--- src/hdl/assert_macros.svh ---
// ----------------------------------------------------------------------------
// Assertion macros
// Shared concurrent assertion macros for the three-level priority queue RTL.
// ----------------------------------------------------------------------------
`ifndef ASSERT_MACROS_SVH
`define ASSERT_MACROS_SVH

`ifndef SYNTHESIS

// The consequent must hold in the same cycle as the antecedent.
`define ASSERT_IMPLIES(label, clk, rstn, ante, cons) \
    label: assert property (@(posedge clk) disable iff (!rstn) (ante) |-> (cons)) \
        else $error("assertion failed: implication");

// The consequent must hold in the cycle after the antecedent.
`define ASSERT_NEXT(label, clk, rstn, ante, cons) \
    label: assert property (@(posedge clk) disable iff (!rstn) (ante) |=> (cons)) \
        else $error("assertion failed: next-cycle implication");

// The expression must never be true.
`define ASSERT_NEVER(label, clk, rstn, expr) \
    label: assert property (@(posedge clk) disable iff (!rstn) !(expr)) \
        else $error("assertion failed: forbidden condition");

`else

`define ASSERT_IMPLIES(label, clk, rstn, ante, cons)
`define ASSERT_NEXT(label, clk, rstn, ante, cons)
`define ASSERT_NEVER(label, clk, rstn, expr)

`endif

`endif

--- src/hdl/tlpq_pkg.sv ---
// ----------------------------------------------------------------------------
// Three-level priority queue package
// Sizes, status and mode codes, and shared types for the queue core.
// ----------------------------------------------------------------------------
package tlpq_pkg;

    localparam int DEPTH  = 128;
    localparam int LEVELS = 3;
    localparam int WORDS  = LEVELS * DEPTH;

    localparam int DATA_W = 32;
    localparam int PRI_W  = 2;
    localparam int STAT_W = 3;
    localparam int PTR_W  = $clog2(DEPTH);
    localparam int CNT_W  = $clog2(DEPTH + 1);
    localparam int LV_W   = $clog2(LEVELS);
    localparam int ADDR_W = $clog2(WORDS);

    localparam int S_TDATA_W = ((DATA_W + PRI_W + 7) / 8) * 8;
    localparam int M_TDATA_W = ((DATA_W + 7) / 8) * 8;

    typedef enum logic [STAT_W-1:0] {
        ST_ENQ    = 3'd0,
        ST_DEQ    = 3'd1,
        ST_FULL   = 3'd2,
        ST_EMPTY  = 3'd3,
        ST_BADPRI = 3'd4
    } status_t;

    localparam logic MODE_ENQ = 1'b0;
    localparam logic MODE_DEQ = 1'b1;

    localparam logic [PRI_W-1:0] PRI_INVALID = '0;

    typedef struct packed {
        logic              wr_en;
        logic              rd_en;
        logic [ADDR_W-1:0] addr;
        status_t           status;
    } op_t;

    function automatic logic [ADDR_W-1:0] level_addr(input logic [LV_W-1:0] lv,
                                                     input logic [PTR_W-1:0] ptr);
        logic [ADDR_W-1:0] base;
        base = ADDR_W'(lv) * ADDR_W'(DEPTH);
        return base + ADDR_W'(ptr);
    endfunction

    function automatic logic [PTR_W-1:0] ring_next(input logic [PTR_W-1:0] ptr);
        return (ptr == PTR_W'(DEPTH - 1)) ? '0 : ptr + PTR_W'(1);
    endfunction

endpackage

--- src/hdl/tlpq_ctrl.sv ---
// ----------------------------------------------------------------------------
// Queue pointer control
// Keeps head, tail and occupancy per level, picks the RAM access and status
// for a request, and updates the pointers when the request is committed.
// ----------------------------------------------------------------------------
module tlpq_ctrl (
    input  logic                         aclk,
    input  logic                         aresetn,
    input  logic                         commit,
    input  logic                         mode,
    input  logic [tlpq_pkg::PRI_W-1:0]   pri,
    output tlpq_pkg::op_t                op
);

    import tlpq_pkg::*;

    logic [PTR_W-1:0] head_reg  [LEVELS];
    logic [PTR_W-1:0] tail_reg  [LEVELS];
    logic [CNT_W-1:0] count_reg [LEVELS];
    logic [PTR_W-1:0] head_next  [LEVELS];
    logic [PTR_W-1:0] tail_next  [LEVELS];
    logic [CNT_W-1:0] count_next [LEVELS];

    logic [LV_W-1:0] sel_lv;
    logic            found;

    always_comb begin
        op        = '0;
        op.status = ST_EMPTY;
        sel_lv    = '0;
        found     = 1'b0;
        if (mode == MODE_ENQ) begin
            if (pri == PRI_INVALID) begin
                op.status = ST_BADPRI;
            end else begin
                sel_lv = LV_W'(pri - PRI_W'(1));
                if (count_reg[sel_lv] == CNT_W'(DEPTH)) begin
                    op.status = ST_FULL;
                end else begin
                    op.wr_en  = 1'b1;
                    op.status = ST_ENQ;
                    op.addr   = level_addr(sel_lv, tail_reg[sel_lv]);
                end
            end
        end else begin
            for (int l = 0; l < LEVELS; l++) begin
                if (count_reg[l] != '0) begin
                    sel_lv = LV_W'(l);
                    found  = 1'b1;
                end
            end
            if (found) begin
                op.rd_en  = 1'b1;
                op.status = ST_DEQ;
                op.addr   = level_addr(sel_lv, head_reg[sel_lv]);
            end
        end
    end

    always_comb begin
        for (int l = 0; l < LEVELS; l++) begin
            head_next[l]  = head_reg[l];
            tail_next[l]  = tail_reg[l];
            count_next[l] = count_reg[l];
            if (commit && (sel_lv == LV_W'(l))) begin
                if (op.wr_en) begin
                    tail_next[l]  = ring_next(tail_reg[l]);
                    count_next[l] = count_reg[l] + CNT_W'(1);
                end else if (op.rd_en) begin
                    head_next[l]  = ring_next(head_reg[l]);
                    count_next[l] = count_reg[l] - CNT_W'(1);
                end
            end
        end
    end

    always_ff @(posedge aclk) begin
        if (!aresetn) begin
            for (int l = 0; l < LEVELS; l++) begin
                head_reg[l]  <= '0;
                tail_reg[l]  <= '0;
                count_reg[l] <= '0;
            end
        end else begin
            for (int l = 0; l < LEVELS; l++) begin
                head_reg[l]  <= head_next[l];
                tail_reg[l]  <= tail_next[l];
                count_reg[l] <= count_next[l];
            end
        end
    end

endmodule
--- config.mk ---
export PLATFORM = sky130hd
export DESIGN_NAME = tlpq_ctrl
export DESIGN_NICKNAME = d
export VERILOG_FILES = /design/src/hdl/assert_macros.svh /design/src/hdl/tlpq_pkg.sv /design/src/hdl/tlpq_ctrl.sv
export SDC_FILE = /design/constraint.sdc
export NUM_CORES = 1
export LEC_CHECK = 0
export BUFFER_PORTS_ARGS = -buffer_cell sky130_fd_sc_hd__buf_4
export CAP_MARGIN = 20
export CORE_MARGIN = 3
export CORE_UTILIZATION = 35
export DETAILED_ROUTE_END_ITERATION = 12
export GPL_ROUTABILITY_DRIVEN = 0
export PLACE_DENSITY = 0.5
export RECOVER_POWER = 50
export SLEW_MARGIN = 20
export SYNTH_ARGS = -nofsm -noshare
export SYNTH_HDL_FRONTEND = slang
export SYNTH_SLANG_ARGS = --single-unit
--- constraint.sdc ---
create_clock -name aclk -period 5.38 [get_ports aclk]
set_input_delay 1.076 -clock aclk [delete_from_list [all_inputs] [get_ports aclk]]
set_output_delay 1.076 -clock aclk [all_outputs]
set_load 0.02 [all_outputs]
==> results of run 1 <==
==> cells in the final DEF, fill, tap and decap left out, types with 3 or more instances in the layout <==
master / instances
or4_1: 4
mux2i_1: 34
nor2b_1: 6
clkbuf_1: 4
xor2_1: 17
nand2_1: 37
nor3b_1: 3
a21oi_1: 30
nand4_1: 8
bufinv_16: 3
clkbuf_16: 9
nor4_1: 4
or3_1: 6
and3_1: 9
xnor2_1: 32
fa_1: 3
o211ai_1: 9
nand2b_1: 6
inv_1: 18
nor3_1: 14
a21o_1: 3
o22ai_1: 3
dfxtp_1: 66
nor2_1: 67
buf_4: 18
nand3_1: 18
ha_1: 29
o21ai_0: 21
==> path summary, 6_finish.rpt <==
check,from,to,slack (ns),cells after the start
min,count_reg[1][4],count_reg[1][4],0.48,2
min reg2reg,count_reg[1][4],count_reg[1][4],0.48,2
max reg2reg,count_reg[1][3],head_reg[0][0],0.86,6
max,pri[0],op[13],0.60,9
==> power groups by stage <==
stage          clock (W)  sequential (W)  combinational, W
3_3_place_gp           0        0.000664           0.00146
3_5_place_dp           0        0.000664           0.00147
5_1_grt         0.000740        0.000668           0.00161
2_1_floorplan          0        0.000640           0.00112
4_1_cts         0.000717        0.000655           0.00148
6_report        0.000704        0.000654           0.00143
==> worst reg2reg max path, stage by stage (launching register included) <==
cell and delay (ns):
dfxtp_1 0.34, or4_1 0.58, or3_1 0.66, nor4b_1 1.97, nand4_1 0.37, o21ai_0 0.39, nor2_1 0.09
==> per-layer routing <==
| metal | track usage | wire [microns] |
|---|---|---|
| met1 | 0.212 | 4900 |
| met5 | 0 | 0 |
| met2 | 0.265 | 4670 |
| met4 | 0.0516 | 102 |
| met3 | 0.0439 | 436 |
==> stage by stage <==
step | instances | hold WS, ns | instance area, sq um | power, W | worst slack (ns)
finish | 661 | 0.478 | 4760 | 0.00279 | 0.598
floorplan | 495 | 0.443 | 4190 | 0.00176 | 0.188
detailed placement | 645 | 0.468 | 4470 | 0.00213 | 0.640
CTS | 661 | 0.476 | 4820 | 0.00285 | 0.790
global placement | 645 | 0.467 | 4470 | 0.00213 | 0.760
global route | 661 | 0.512 | 4760 | 0.00301 | 0.373
==> cell families after synthesis <==
| logic type | share of synthesized area |
|---|---|
| AOI/OAI and AO/OA | 0.137 |
| xor gates and xnor gates | 0.102 |
| adders and majority gates | 0.101 |
| buffers and inverters | 0.0325 |
| DFF | 0.315 |
| muxes | 0.0812 |
| and+or+nand+nor | 0.231 |
==> layout make-up <==
cell class,count,area (sq um),share of cell area
Sequential cell,66,1320,0.277
Inverter,19,71.3,0.0150
Tap cell,143,179,0.0376
Multi-Input combinational cell,395,2690,0.564
Clock buffer,11,253,0.0531
Timing Repair Buffer,22,150,0.0315
Clock inverter,5,100,0.0210
==> flow_metrics.tcl, run 1 <==
set metrics [dict create \
    path_max_fanout 40 \
    die_x_microns 115 \
    nFillCells 1203 \
    cp_data_arrival_time_ns 3.71 \
    cp.required_ns 4.30 \
    tns_ns 0 \
    fmax_ghz 0.209 \
    drt_pass1_iterations 5 \
    drt-wirelength-per-cell_microns 15.3 \
    dieHeight_microns 115 \
    root_buffer "clkbuf_16" \
    clk_pin_slew_worst_paths_ns 0.06 \
    fin_worst_skew_ns 0.00808 \
    dieArea_sq_um 13300 \
    drcViolationCount 0 \
    dpl.hpwl_mm 7.32 \
    relSlewSlack -0.592 \
    power.density_nw_per_um2 585 \
    slowest_stage "buf_4" \
    cts_hold_buf 0 \
    grt_pass1_wl_mm 16.9 \
    hp-class "flop to flop" \
    synth_edf_count 0 \
    ctsLongestPathBuffers 2 \
    cts-resized-gates 0 \
    slew_violations 10 \
    drtIter0Drc 238 \
    cts_sinks 66 \
    postCtsSetupBuffers 0 \
    io_pins 20 \
    path_buf_inv 6 \
    grt_util_all_layers 0.163 \
    switchingPower_w 0.00116 \
    synth_commonest_cells "nor2_1 (67), dfxtp_1 (66), nand2_1 (37)" \
    synth_ff_type "dfxtp_1" \
    path_class "primary input to primary output" \
    ir_worst_vdd_uv 202 \
    area_growth_pct 13.6 \
    critPathTopFamily "buffers and inverters" \
    totalWireLength_mm 10.1 \
    hold_viol_final 0 \
    synthTopCellsByArea "dfxtp_1 (32%), ha_1 (8.7%), mux2i_1 (8.1%), xnor2_1 (6.7%), nor2_1 (6.0%)" \
    endpoint_kind "primary output" \
    swShare 0.418 \
    outcome "finished with violations" \
    fin_util 0.412 \
    ys_warn_count 0 \
    p_clk_frac 0.252 \
    tightest_slew_ns 2.35 \
    largest_register_ffs 24 \
    setup_viol 0 \
    num_vias 3493 \
    grt_pass1_vias 3354 \
    grt_antenna_before_repair 0 \
    ant_nets 0 \
    avgViaCountPerCell 5.28 \
    coreArea_sq_um 11600 \
    drive_above_1_share 0.0753 \
    cts_max_level 3 \
    start_kind "primary input" \
    clkLatencyLatePin_ns 0.34 \
    intPower_w 0.00162 \
    async_flop_share 0 \
    yosysMostFrequentCell "nor2_1" \
    rsz0062_at_grt "false" \
    min_period_ns 4.78 \
    grt_overflow_total 0 \
    violations "capacitance limit, slew limit" \
    pwr-share-seq 0.235 \
    final_nets 551 \
    grt_max_degree 41 \
    synth_top_area_share 0.315 \
    synthesis.area_sq_um 4190 \
    cap_violations 1 \
    diodes 0 \
    comb_power_share 0.513 \
    synth_area_leader_cell "dfxtp_1" \
    fin_crit_sh 0.889 \
    netlist_instances 495 \
    p_leak_nw 1.89 \
    crit_path_max_incr_delay_ns 0.47 \
    postSynthAreaPerCell_sq_um 8.47 \
    cts_tree "built" \
    tritoncts.num_buffers 9 \
    synth.distinct_cells 57 \
    synth_seq_cells 66 \
    syn_nets 533 \
    crit_chain "buf_4 -> inv_1 -> ha_1 -> inv_1 -> a41oi_1 -> nand4b_1 -> buf_4 -> inv_1 -> buf_4" \
    num_rows 39 \
    synth-seq-area-share 0.315 \
    portBuffers 19 \
    start_util 0.363 \
]
(Power assumes the default switching activity.)
==> run 2: changes to the inputs <==
Settings changed: RECOVER_POWER 50 to not set.
==> flow_metrics.tcl, run 2 (synthesis gave the netlist of run 1 again) <==
set metrics [dict create \
    crit_start "pri[0]" \
    cp.required_ns 4.30 \
    cts_hold_buf 0 \
    crit_path_frequent_cell "buf_4" \
    grt_pass1_wl_mm 16.9 \
    tritoncts.num_buffers 9 \
    nFillCells 1188 \
    io_pins 20 \
    drive_above_1_share 0.0965 \
    final_nets 551 \
    avgViaCountPerCell 5.27 \
    power.density_nw_per_um2 585 \
    path_buf_inv 5 \
    area_growth_pct 15.1 \
    grt_antenna_before_repair 0 \
    portBuffers 19 \
    largest_register_ffs 24 \
    p_leak_nw 1.92 \
    tightest_slew_ns 1.06 \
    cp_data_arrival_time_ns 3.47 \
    drt-wirelength-per-cell_microns 15.2 \
    layout_commonest_cell "nor2_1" \
    dieHeight_microns 115 \
    postCtsSetupBuffers 0 \
    die_x_microns 115 \
    critPathTopFamily "buffers and inverters" \
    path_class "primary input to primary output" \
    crit_chain "buf_4 -> inv_1 -> ha_1 -> inv_1 -> a41oi_1 -> nand4b_2 -> buf_4 -> o22ai_1 -> buf_4" \
    dpl.hpwl_mm 7.32 \
    drcViolationCount 0 \
    num_vias 3485 \
    seq_area_sq_um 1320 \
    ctsLongestPathBuffers 2 \
    fin_crit_sh 0.844 \
    dieArea_sq_um 13300 \
    num_rows 39 \
    relSlewSlack 0.289 \
    hp-class "flop to flop" \
    hold_viol_final 0 \
    slew_violations 0 \
    slowest_stage "buf_4" \
    rsz0062_at_grt "false" \
    path_max_fanout 40 \
    r2r_start "count_reg[2][3]" \
    coreArea_sq_um 11600 \
    cts_tree "built" \
    clk_pin_slew_worst_paths_ns 0.06 \
    min_period_ns 4.54 \
    grt_overflow_total 0 \
    drt_pass1_iterations 4 \
    multiInputGateArea_sq_um 2740 \
    min-delay-start "count_reg[1][4]" \
    grt_util_all_layers 0.163 \
    diodes 0 \
    ant_nets 0 \
    cts_sinks 66 \
    grt_pass1_vias 3354 \
    fmax_ghz 0.220 \
    outcome "finished, final reports clean" \
    crit_path_max_incr_delay_ns 0.45 \
    drtIter0Drc 242 \
    start_util 0.363 \
    place_area_sq_um 4470 \
    final_cell_area_sq_um 4820 \
    fin_worst_skew_ns 0.00839 \
    cap_violations 0 \
    grt_max_degree 41 \
    cts_max_level 3 \
    layout_common_cells "nor2_1 (67), dfxtp_1 (66), nand2_1 (37), mux2i_1 (34), xnor2_1 (32)" \
    start_kind "primary input" \
    clkLatencyLatePin_ns 0.34 \
    cts-resized-gates 0 \
    endpoint_kind "primary output" \
    tns_ns 0 \
    setup_viol 0 \
    root_buffer "clkbuf_16" \
    totalWireLength_mm 10.1 \
    ir_worst_vdd_uv 188 \
]
==> run 2: path summary, 6_finish.rpt <==
kind | end | slack (ns) | cells past startpoint
worst max-delay path | op[11] | 0.84 | 9
worst min-delay path | count_reg[1][4] | 0.48 | 2
worst max register to register | count_reg[1][6] | 1.46 | 11
worst min register to register | count_reg[1][4] | 0.48 | 2
==> run 2: worst reg2reg max path: stages, from the launching register on <==
cell and delay (ns):
dfxtp_1 0.32, nor4_1 0.90, a41oi_1 0.29, nand4b_2 0.29, buf_4 0.45, inv_2 0.22
fa_1 0.49, o21ai_0 0.30, nand3_1 0.13, and3_1 0.18, o22ai_1 0.12, a21oi_1 0.08
==> run 2: final cells by class <==
type / count / area share
repair buffers: 22 / 0.0342
inverters: 19 / 0.0148
multi-input cells: 395 / 0.567
flip-flops and latches: 66 / 0.274
well taps: 143 / 0.0371
clock inverters: 5 / 0.0207
clock buffers: 11 / 0.0524
==> run 2: power breakdown <==
| group | internal [W] | switching (W) | total, W |
|---|---|---|---|
| Sequential | 0.000571 | 0.0000833 | 0.000654 |
| Combinational | 0.000591 | 0.000875 | 0.00147 |
| Clock | 0.000476 | 0.000226 | 0.000702 |
| Total | 0.00164 | 0.00119 | 0.00282 |
==> run 2: routing by layer <==
layer | part of all wire | global-route usage
met4 | 0.013 | 0.0516
met3 | 0.040 | 0.0439
met1 | 0.49 | 0.212
met5 | 0 | 0
met2 | 0.46 | 0.265
==> run 2: stage by stage <==
step,power [W],setup WS (ns),std cells,utilization,hold slack [ns]
floorplan,0.00176,0.188,495,-,0.443
global placement,0.00213,0.760,645,0.387,0.467
detailed placement,0.00213,0.640,645,0.387,0.468
CTS,0.00285,0.790,661,0.417,0.476
global route,0.00305,0.638,661,0.417,0.512
finish,0.00282,0.838,661,0.417,0.478
==> run 3: changes to the inputs <==
Settings changed: PLACE_DENSITY 0.5 to 0.48.
Clock period 5.38 ns to 4.29 ns, I/O delays scaled along.
==> flow_metrics.tcl, run 3 (synthesis gave the netlist of run 1 again) <==
set metrics [dict create \
    fmax_ghz 0.270 \
    path_max_fanout 25 \
    num_vias 3497 \
    drcViolationCount 0 \
    cts_sinks 66 \
    clk_pin_slew_worst_paths_ns 0.06 \
    endpoint_kind "primary output" \
    portBuffers 19 \
    root_buffer "clkbuf_16" \
    layout_commonest_cell "nor2_1" \
    drtIter0Drc 212 \
    avgViaCountPerCell 5.24 \
    fin_util 0.416 \
    intPower_w 0.00194 \
    tritoncts.num_buffers 9 \
    grt_max_degree 26 \
    clkLatencyLatePin_ns 0.33 \
    pre_cts_ws_ns 0.389 \
    start_util 0.363 \
    grtUsageMet3 0.0350 \
    final_nets 557 \
    fin_ws_ns 0.584 \
    slew_violations 0 \
    fin_crit_sh 0.864 \
    power.density_nw_per_um2 710 \
    p_clk_frac 0.211 \
    ir_worst_vdd_uv 276 \
    r2r_start "count_reg[1][3]" \
    num_rows 39 \
    die_x_microns 115 \
    ant_nets 0 \
    final_cell_area_sq_um 4810 \
    cts_tree "built" \
    grt_pass1_vias 3468 \
    pwr-share-seq 0.241 \
    grt-busiest-layer "met2" \
    comb_power_share 0.548 \
    p_leak_nw 1.92 \
    postCtsSetupBuffers 0 \
    diodes 0 \
    drt_pass1_iterations 5 \
    min_period_ns 3.71 \
    tightest_slew_ns 0.852 \
    grt_overflow_total 0 \
    drive_above_1_share 0.107 \
    drt-wirelength-per-cell_microns 15.1 \
    place_area_sq_um 4520 \
    crit_start "pri[0]" \
    grt_util_all_layers 0.160 \
    grt_antenna_before_repair 0 \
    final_cells 667 \
    setup_viol 0 \
    area_growth_pct 14.8 \
    ff2ff_setup_slack_ns 0.77 \
    dieHeight_microns 115 \
    tns_ns 0 \
    ctsLongestPathBuffers 2 \
    start_kind "primary input" \
    cap_violations 0 \
    dieArea_sq_um 13300 \
    totalWireLength_mm 10.1 \
    cts-resized-gates 0 \
    layout_common_cells "nor2_1 (67), dfxtp_1 (66), nand2_1 (37), mux2i_1 (34), xnor2_1 (32)" \
    outcome "finished, final reports clean" \
    cts_max_level 3 \
    switchingPower_w 0.00148 \
    dpl.hpwl_mm 7.45 \
    crit_path_end "op[11]" \
    path_class "primary input to primary output" \
    cts_hold_buf 0 \
    grt_pass1_wl_mm 17.0 \
    relSlewSlack 0.431 \
    largest_register_ffs 24 \
    hp-class "flop to flop" \
    dp_cells 651 \
    io_pins 20 \
    cp.required_ns 3.43 \
    fin_worst_skew_ns 0.00682 \
    swShare 0.432 \
    coreArea_sq_um 11600 \
    reg2reg_to "count_reg[1][6]" \
    met1_usage 0.212 \
    reg2reg_depth 11 \
    rsz0062_at_grt "false" \
    hold_viol_final 0 \
    met2_usage 0.264 \
    cp_data_arrival_time_ns 2.85 \
]
[run 3: critical path, stage by stage]
cell and delay (ns):
buf_4 0.09, inv_1 0.05, ha_1 0.34, nand2_1 0.06
or4_1 0.44, nand4b_2 0.25, buf_4 0.34, o22ai_1 0.19
buf_4 0.24
[run 3: how the worst min path moves through the flow]
stage | startpoint | endpoint | slack (ns) | cells past startpoint
after global routing | count_reg[1][5] | count_reg[1][5] | 0.49 | 2
after CTS | count_reg[1][5] | count_reg[1][5] | 0.48 | 2
after global placement | count_reg[1][5] | count_reg[1][5] | 0.47 | 2
after floorplan | count_reg[1][6] | count_reg[1][6] | 0.44 | 2
final | count_reg[1][5] | count_reg[1][5] | 0.48 | 2
after detailed placement | count_reg[1][5] | count_reg[1][5] | 0.47 | 2
[run 3: power by group through the flow]
stage / Clock (W) / Sequential [W] / Combinational [W]
after floorplan: 0 / 0.000803 / 0.00141
after global placement: 0 / 0.000835 / 0.00187
after detailed placement: 0 / 0.000835 / 0.00188
after CTS: 0.000748 / 0.000822 / 0.00189
after global routing: 0.000772 / 0.000841 / 0.00209
final: 0.000722 / 0.000823 / 0.00187
[run 3: cell type report]
cell class                      count  area, sq um
Clock buffer                        9          225
Inverter                           19         71.3
Tap cell                          143          179
Sequential cell                    66         1320
Clock inverter                      7         70.1
Timing Repair Buffer               28          210
Fill cell                        1185         6750
Multi-Input combinational cell    395         2740
[run 3: stage by stage]
step | total power, W | hold WS, ns
3_5_place_dp | 0.00272 | 0.468
5_1_grt | 0.00371 | 0.493
3_3_place_gp | 0.00271 | 0.466
2_1_floorplan | 0.00221 | 0.443
6_report | 0.00342 | 0.478
4_1_cts | 0.00346 | 0.477
[run 3: per-layer routing]
| metal | vias to the layer above | share of wire |
|---|---|---|
| met1 | 1633 | 0.48 |
| met3 | 8 | 0.037 |
| met4 | 0 | 0.0086 |
| met2 | 48 | 0.47 |
| li1 | 1808 | - |
| met5 | - | 0 |
